File: src/sv/b64d_pkg.sv
// Package for the base64 stream decoder: alphabet constants, register indexes
// and the character-to-sextet lookup. It depends on nothing else.
`default_nettype none

package b64d_pkg;

    localparam logic [7:0] CHAR_PLUS  = 8'h2B;
    localparam logic [7:0] CHAR_SLASH = 8'h2F;
    localparam logic [7:0] CHAR_PAD   = 8'h3D;

    localparam int unsigned CFG_WIDTH       = 4;
    localparam int unsigned CFG_INDEX_WIDTH = 1;

    localparam logic [CFG_INDEX_WIDTH-1:0] REG_SKIP_PREFIX = 1'd0;
    localparam logic [CFG_INDEX_WIDTH-1:0] REG_DROP_ZERO   = 1'd1;

    localparam logic [3:0] SKIP_PREFIX_RESET = 4'd2;
    localparam logic       DROP_ZERO_RESET   = 1'b1;

    typedef struct packed {
        logic       valid;
        logic [5:0] value;
    } sextet_t;

    function automatic sextet_t sextet_of(input logic [7:0] c);
        sextet_t s;
        s.valid = 1'b1;
        s.value = 6'd0;
        if (c >= 8'h41 && c <= 8'h5A) begin
            s.value = 6'(c - 8'h41);
        end else if (c >= 8'h61 && c <= 8'h7A) begin
            s.value = 6'(c - 8'h61 + 8'd26);
        end else if (c >= 8'h30 && c <= 8'h39) begin
            s.value = 6'(c - 8'h30 + 8'd52);
        end else if (c == CHAR_PLUS) begin
            s.value = 6'd62;
        end else if (c == CHAR_SLASH) begin
            s.value = 6'd63;
        end else if (c == CHAR_PAD) begin
            s.value = 6'd0;
        end else begin
            s.valid = 1'b0;
        end
        return s;
    endfunction

endpackage

`default_nettype wire

File: src/sv/base64_stream_decoder_unit.sv
// Top level of the base64 stream decoder: one character in, at most one byte out.
// Depends on b64d_pkg for the alphabet lookup and register indexes.
//
//  Channel   Direction  Fields
//  s_        in         tdata[7:0] char_code, tlast end_of_input
//  m_        out        tdata[7:0] data_byte, tuser byte_valid, tlast string_done
//  cfg_      in         index 0 skip_prefix_bytes, index 1 drop_zero_bytes
//
// One character is taken every cycle unless the output register is full and
// not being read; its result, if any, is written to the output register as it
// is taken. The accumulator update is a single pass of logic in between.
// A stalled output register holds the input only while it is full.
// Reset is synchronous; it clears the state and the output valid flag and sets
// the configuration to its defaults. The output data, tuser and tlast are not reset.
`default_nettype none

module base64_stream_decoder_unit
    import b64d_pkg::*;
(
    input  wire logic                       aclk,
    input  wire logic                       aresetn,
    input  wire logic                       s_tvalid,
    output logic                            s_tready,
    input  wire logic [7:0]                 s_tdata,   // [7:0] char_code
    input  wire logic                       s_tlast,
    output logic                            m_tvalid,
    input  wire logic                       m_tready,
    output logic [7:0]                      m_tdata,   // [7:0] data_byte
    output logic                            m_tuser,   // [0] byte_valid
    output logic                            m_tlast,
    input  wire logic                       cfg_we,
    input  wire logic [CFG_INDEX_WIDTH-1:0] cfg_index,
    input  wire logic [CFG_WIDTH-1:0]       cfg_wdata
);

    logic [3:0]  skip_prefix_reg;
    logic        drop_zero_reg;
    logic [12:0] acc_reg, acc_next;
    logic [3:0]  bits_held_reg, bits_held_next;
    logic [3:0]  bytes_skipped_reg, bytes_skipped_next;
    logic        m_valid_reg;
    logic [7:0]  m_data_reg;
    logic        m_user_reg;
    logic        m_last_reg;

    sextet_t     sx;
    logic [12:0] acc_shifted;
    logic [3:0]  bits_sum;
    logic [3:0]  sh;
    logic [7:0]  byte_val;
    logic        have;
    logic        accept;

    assign s_tready = !m_valid_reg || m_tready;
    assign accept   = s_tvalid && s_tready;

    assign m_tvalid = m_valid_reg;
    assign m_tdata  = m_data_reg;
    assign m_tuser  = m_user_reg;
    assign m_tlast  = m_last_reg;

    always_comb begin
        sx                 = sextet_of(s_tdata);
        acc_shifted        = {acc_reg[6:0], sx.value};
        bits_sum           = {1'b0, bits_held_reg[2:0]} + 4'd6;
        sh                 = bits_sum - 4'd8;
        byte_val           = 8'(acc_shifted >> sh);
        have               = 1'b0;
        acc_next           = acc_reg;
        bits_held_next     = bits_held_reg;
        bytes_skipped_next = bytes_skipped_reg;
        if (sx.valid) begin
            acc_next       = acc_shifted;
            bits_held_next = bits_sum;
            if (bits_sum >= 4'd8) begin
                bits_held_next = sh;
                acc_next       = acc_shifted & ((13'd1 << sh) - 13'd1);
                if (bytes_skipped_reg < skip_prefix_reg) begin
                    bytes_skipped_next = bytes_skipped_reg + 4'd1;
                end else if (!(drop_zero_reg && byte_val == 8'd0)) begin
                    have = 1'b1;
                end
            end
        end
        if (s_tlast) begin
            acc_next           = 13'd0;
            bits_held_next     = 4'd0;
            bytes_skipped_next = 4'd0;
        end
    end

    always_ff @(posedge aclk) begin
        if (!aresetn) begin
            skip_prefix_reg   <= SKIP_PREFIX_RESET;
            drop_zero_reg     <= DROP_ZERO_RESET;
            acc_reg           <= 13'd0;
            bits_held_reg     <= 4'd0;
            bytes_skipped_reg <= 4'd0;
            m_valid_reg       <= 1'b0;
        end else begin
            if (cfg_we) begin
                case (cfg_index)
                    REG_SKIP_PREFIX: skip_prefix_reg <= cfg_wdata[3:0];
                    REG_DROP_ZERO:   drop_zero_reg   <= cfg_wdata[0];
                    default: ;
                endcase
            end
            if (accept) begin
                acc_reg           <= acc_next;
                bits_held_reg     <= bits_held_next;
                bytes_skipped_reg <= bytes_skipped_next;
                m_valid_reg       <= have || s_tlast;
            end else if (m_tready) begin
                m_valid_reg <= 1'b0;
            end
        end
    end

    always_ff @(posedge aclk) begin
        if (accept) begin
            m_data_reg <= have ? byte_val : 8'd0;
            m_user_reg <= have;
            m_last_reg <= s_tlast;
        end
    end

`ifndef NO_ASSERTIONS
    a_last_clears: assert property (@(posedge aclk) disable iff (!aresetn)
        accept && s_tlast |=> bits_held_reg == 4'd0 && bytes_skipped_reg == 4'd0
                              && acc_reg == 13'd0)
        else $error("state not cleared after the last item");

    a_empty_is_last: assert property (@(posedge aclk) disable iff (!aresetn)
        m_tvalid && !m_tuser |-> m_tlast && m_tdata == 8'd0)
        else $error("result without a byte that does not end the string");

    a_held_even: assert property (@(posedge aclk) disable iff (!aresetn)
        accept |=> !bits_held_reg[0] && !bits_held_reg[3])
        else $error("pending bit count out of range");
`endif

endmodule

`default_nettype wire
File: config.mk
export PLATFORM = sky130hd
export DESIGN_NAME = base64_stream_decoder_unit
export DESIGN_NICKNAME = d
export VERILOG_FILES = /design/src/sv/b64d_pkg.sv /design/src/sv/base64_stream_decoder_unit.sv
export SDC_FILE = /design/constraint.sdc
export NUM_CORES = 1
export LEC_CHECK = 0
export ABC_AREA = 1
export BUFFER_PORTS_ARGS = -buffer_cell sky130_fd_sc_hd__buf_4
export CAP_MARGIN = 40
export CORE_UTILIZATION = 55
export DETAILED_ROUTE_END_ITERATION = 8
export PLACE_DENSITY = 0.79
export SLEW_MARGIN = 20
export SYNTH_ARGS = -nofsm -noshare
export SYNTH_HDL_FRONTEND = slang
export SYNTH_SLANG_ARGS = --single-unit
File: constraint.sdc
create_clock -name aclk -period 7.7 [get_ports aclk]
set_input_delay 1.54 -clock aclk [delete_from_list [all_inputs] [get_ports aclk]]
set_output_delay 1.54 -clock aclk [all_outputs]
set_load 0.03 [all_outputs]
# Yosys cells after proc, flatten, opt, wreduce, memory -nomap -nowiden

Cells that the tools add are included.
Widths: inputs -> output; s select.

Mux-type cells: 27
Equality and inequality tests: 3
Order comparisons: 8
Add/subtract/negate cells: 9
Bitwise gates (word level): 2
Shift-type cells: 2
Reduce and logical (&&, ||, !) cells: 17

Operators with widths:

| cell                | number |
|---|---|
| $mux 6              | 5 |
| $eq 8x6->1 const B  | 3 |
| $mux 7              | 3 |
| $ge 8x7->1 const B  | 2 |
| $le 8x7->1 const B  | 2 |
| $mux 4              | 4 |
| $shr 13x4->8        | 1 |
| $mux 1              | 12 |
| $sub 6x6->6 const B | 2 |
| $mux 3              | 3 |
| $ge 8x6->1 const B  | 1 |
| $le 8x6->1 const B  | 1 |
| $logic_not 8->1     | 1 |
| $reduce_bool 2->1   | 4 |
| $and 7x7->7         | 1 |
| $shl 1x4->7 const A | 1 |
| $sub 7x1->7 const B | 1 |
| $add 6x5->6 const B | 1 |
| $add 6x6->6 const B | 1 |
| $reduce_and 2->1    | 3 |
| $sub 6x1->6 const B | 1 |
| $logic_and 1x1->1   | 5 |
| $add 3x3->4 const B | 1 |
| $add 4x1->4 const B | 1 |
| other kinds (7)     | 8 |

Output and inout bits: 12
Bits in registers: 30
Logic and storage cells: 77
Input bits: 19

# Longest topological paths before layout

Depth after elaboration: 15
Mapped depth: 21
Mapped depth without buffers: 21

# Least setup slack after synthesis

No wires, ideal clock.

Kind: in2reg
Start point: input port s_tdata[2]
End point: register m_data_reg[6], in the netlist m_tdata[6], data pin
Slack: 4.200 ns
Data arrival time: 3.230 ns
Required time: 7.429 ns
Stages on the path: 18
Setup time: 0.271 ns
Path buffers: 1
Path through: buf_2 > inv_1 > ha_1 > a21oi_1 > nor2_1 > nand2_1 > nand2_4 > nor2_1 > nor2_2 > nand3_2 > nand2_1 > nand2_1 > nand3_1 > nand2_1 > nor2_1 > nand3_2 > nand2_4 > nor4_2

Cells in the longest elaborated chain, start to end: 13
Elaborated cells between the ends (all ways): 35
Classes of those cells: 5 x add/sub; 6 x order compare; 3 x eq/ne; 1 x shift; 15 x mux; 5 x reduce/logical

RTL lines:

| what                                                                 | line                              | RTL |
|---|---|---|
| from (decl)                                                          | base64_stream_decoder_unit.sv:24  | `input wire logic [7:0] s_tdata,` |
| parallel branches: the longest is 13 deep, another holds $sub 6x6->6 | --                                |  |
| to (signal assigned)                                                 | base64_stream_decoder_unit.sv:121 | `m_data_reg <= have ? byte_val : 8'd0;` |
| to (decl)                                                            | base64_stream_decoder_unit.sv:42  | `logic [7:0] m_data_reg;` |

Parallel ways; which one is timed is not known.
A chain may end at the register's enable or synchronous reset.

# Final worst setup path

Start point: input port s_tdata[2]
End point: register bytes_skipped_reg[3]

Cells in the longest elaborated chain, start to end: 9
Elaborated cells between the ends (all ways): 20
Classes of those cells: 6 x order compare; 3 x eq/ne; 6 x mux; 5 x reduce/logical

RTL lines:

| what                          | line                              | RTL |
|---|---|---|
| $eq 8x6->1                    | b64d_pkg.sv:39                    | `end else if (c == CHAR_PAD) begin` |
| $mux 1                        | b64d_pkg.sv:39                    |  |
| $mux 1                        | b64d_pkg.sv:37                    | `end else if (c == CHAR_SLASH) begin` |
| $mux 1                        | b64d_pkg.sv:35                    | `end else if (c == CHAR_PLUS) begin` |
| $mux 1                        | b64d_pkg.sv:33                    | `end else if (c >= 8'h30 && c <= 8'h39) begin` |
| $mux 1                        | b64d_pkg.sv:31                    | `end else if (c >= 8'h61 && c <= 8'h7A) begin` |
| $mux 1 *                      | b64d_pkg.sv:29                    | `if (c >= 8'h41 && c <= 8'h5A) begin` |
| $reduce_bool 2->1 (no line) * | --                                |  |
| $reduce_and 4->1 (no line) *  | --                                |  |
| to (signal assigned)          | base64_stream_decoder_unit.sv:111 | `bytes_skipped_reg <= bytes_skipped_next;` |
| to (decl)                     | base64_stream_decoder_unit.sv:40  | `logic [3:0] bytes_skipped_reg, bytes_skipped_next;` |

Every way passes the cells marked *; elsewhere a longest branch is shown, timed or not.

==> impl_metrics.yaml <==
outcome:
  status: "completed"
route:
  met1_length_mm: 2.72
  met2_length_mm: 2.53
  top_layer_used: "met4"
  viasPerCell: 5.48
  drtIter0Drc: 243
  vias: 2415
  drc: 0
  drt_first_pass_iters: 5
  wl_met3_um: 491
  routed_wl_mm: 5.79
  wire_per_inst_um: 13.1
  ant_nets: 0
logic_synthesis:
  synth_mux_area_share_pct: 0.400
  ys_seq_area_share_pct: 27.2
  synth_compound_area_share_pct: 13.7
  synthArstFlopShare_pct: 0
  synth_area_leaders: "dfxtp_1 15%, edfxtp_1 12%, nand2_1 12%"
  synth-seq-cells: 29
  synth-edff-count: 10
  yosys.area_share.xor_xnor_pct: 3.50
  netlist_area_um2: 2500
  synth_top_cell_area_share_pct: 15.2
  synth.largest_area_cell: "dfxtp_1"
  synthCells: 360
  synth-simple-area-share_pct: 35.8
  synth_nets: 400
  ys.flop_type: "dfxtp_1"
  synth_area_per_cell_um2: 6.96
  synth_top_family_by_area: "simple AND/OR/NAND/NOR gates"
  synth_adder_area_share_pct: 10.5
  netlist-cell-type-count: 43
  yosys_warnings: 0
clock_tree:
  cts_buffer_depth: 2
  clkSlewWorstSetupHoldPaths_ns: 0.06
  clock-root-buffer: "clkbuf_8"
  cts_setup_buffers: 0
  insertion_delay_ns: 0.28
  clock_sinks: 29
  holdBufCountCts: 0
  cts_max_level: 2
  cts_resized: 0
  tritoncts: "done"
  numCtsBuffers: 5
critical_path:
  cp.depth: 16
  crit_type: "in -> reg"
  critPathRequiredTime_ns: 7.87
  crit_chain: "buf_4 > inv_1 > ha_1 > a21oi_1 > nor2_1 > nand2_1 > nand2_4 > nand4_1 > a21oi_1 > nand2_1 > nand2_1 > inv_2 > o211ai_4 > nor2_1 > xnor2_1 > nor2_1"
  cp.buffers_inverters: 3
  critPathMaxStageDelay_ns: 0.31
  rr_startpoint: "bits_held_reg[1]$_SDFFE_PN0P_"
  cpMaxStageDelayCell: "nand2_1"
  end_kind: "register"
  crit_start: "s_tdata[2]"
  rr_worst_depth: 10
  cp_max_fo: 12
  cp-start-kind: "input pin"
  cpLargestDelayFamily: "simple AND/OR/NAND/NOR gates"
  worstPathArrival_ns: 3.88
layout:
  final_core_util_pct: 65.7
  syn2layout_area_growth_pct: 14.2
  antenna-diode-count: 0
  layout-drive-gt1-share_pct: 19.0
  stdcell_area_um2: 2860
  finalNetCount: 428
  largest_reg_flops: 8
sta:
  setup_viol: 0
  maxSlewViolCount: 0
  period_minus_slack_ns: 3.71
  fin_ws_ns: 3.99
  relSlewSlack_pct: 48.0
  finalClockSkew_ns: 0.00782
  worst_pin_slew_ns: 0.779
  grt_setup_unrepaired: "no"
  hold_violations: 0
  tns_ns: 0
  period_share_pct: 48.2
  max_freq_ghz: 0.270
floorplanning:
  core_um2: 4350
  fp-row-count: 24
  die_w_um: 69.5
  num_io_pins: 31
  die_area_um2: 4830
  die_y_um: 69.5
  start_util_pct: 57.5
grt:
  track_usage_pct: 25.0
  gr-total-overflow: 0
  grt_pass1_vias: 2199
  antenna_found_initial: 0
  grt_pass1_wl_mm: 9.87
  grt_max_degree: 22
placed_design:
  dp_slack_ns: 3.74
  placed_area_um2: 2750
  hpwl_mm: 4.51
  portBuffers: 30
  gp_congestion: 1.04
power_and_ir_drop:
  vdd.ir_drop.worst_mv: 0.167
  p_leak_nw: 1.39
  p_per_area_nw_per_um2: 159
hold_path:
  hold_path_class: "reg -> reg"
  min_path_cells: 2
  min_from: "skip_prefix_reg[3]$_SDFFE_PN0P_"
run:
  drv_cap: 0
[cells in the final DEF, fill, tap and decap left out, types with 2 or more instances in the layout]
master / count
nand2_1: 80
nand3_1: 40
inv_1: 37
nor2_1: 35
buf_4: 31
a21oi_1: 23
ha_1: 21
dfxtp_1: 19
o21ai_0: 10
edfxtp_1: 10
nor2_2: 9
xor2_1: 8
inv_2: 6
nand2_2: 6
clkbuf_8: 6
nand4_1: 5
nand3_2: 5
o211ai_1: 4
a211oi_1: 4
o21ai_2: 2
xnor2_1: 2
nand2_4: 2
nor3b_1: 2
a21o_1: 2
nor3_1: 2
[worst reg2reg max path, stage by stage, from the launching register on]
cell	delay, ns
dfxtp_1	0.82
inv_2	0.28
ha_1	0.71
inv_1	0.22
nor2_1	0.22
o311a_1	0.17
nand2_1	0.06
nor2_1	0.12
nand3_2	0.10
nand2_4	0.13
a21oi_1	0.06
[layer usage]
| metal | up-vias | GRT usage, % |
|---|---|---|
| met5 | - | 0 |
| met4 | 0 | 5.22 |
| met3 | 10 | 6.10 |
| met2 | 84 | 37.5 |
| met1 | 1080 | 36.2 |
| li1 | 1241 | - |
[stage by stage]
stage          hold WS [ns]  cells  total power [mW]
2_1_floorplan         0.429    360             0.275
3_3_place_gp          0.451    433             0.308
3_5_place_dp          0.455    433             0.310
4_1_cts               0.463    441             0.455
5_1_grt               0.492    441             0.481
6_report              0.458    441             0.455
[area by class of cell]
type	count	area (um2)
multi-input cells	276	1600
fillers	378	1490
flip-flops and latches	29	681
repair buffers	31	233
inverters	45	171
clock buffers	8	111
well taps	52	65.1
[cell families (layout without fill, tap and decap cells)]
logic type	Yosys count	after routing
AO/OA/AOI/OAI	54	54
XOR/XNOR	10	10
AND/OR/NAND/NOR	190	190
adder cells (fa/ha/maj)	21	21
flip-flops	29	29
multiplexers	1	1
buffers and inverters	55	84
[power breakdown]
group / switching (mW) / internal [mW]
combinational: 0.0886 / 0.0472
clock: 0.0531 / 0.0921
sequential: 0.00679 / 0.167
[path summary, 6_finish.rpt]
path | slack (ns) | to
worst min register to register | 0.46 | skip_prefix_reg[3]$_SDFFE_PN0P_
worst max register to register | 4.55 | m_tdata[2]$_SDFFCE_PN0P_
worst min-delay path | 0.46 | skip_prefix_reg[3]$_SDFFE_PN0P_
worst max-delay path | 3.99 | bytes_skipped_reg[3]$_SDFFE_PN0P_
[cells in the mapped netlist, types with 2 or more instances]
cell type,n
nand2_1,80
nand3_1,40
inv_1,37
nor2_1,35
a21oi_1,23
ha_1,21
dfxtp_1,19
edfxtp_1,10
o21ai_0,10
nor2_2,9
xor2_1,8
inv_2,6
nand2_2,6
nand3_2,5
nand4_1,5
a211oi_1,4
buf_2,4
clkbuf_1,4
o211ai_1,4
a21o_1,2
nand2_4,2
nor3_1,2
nor3b_1,2
o21ai_2,2
xnor2_1,2
(Power assumes the default switching activity.)
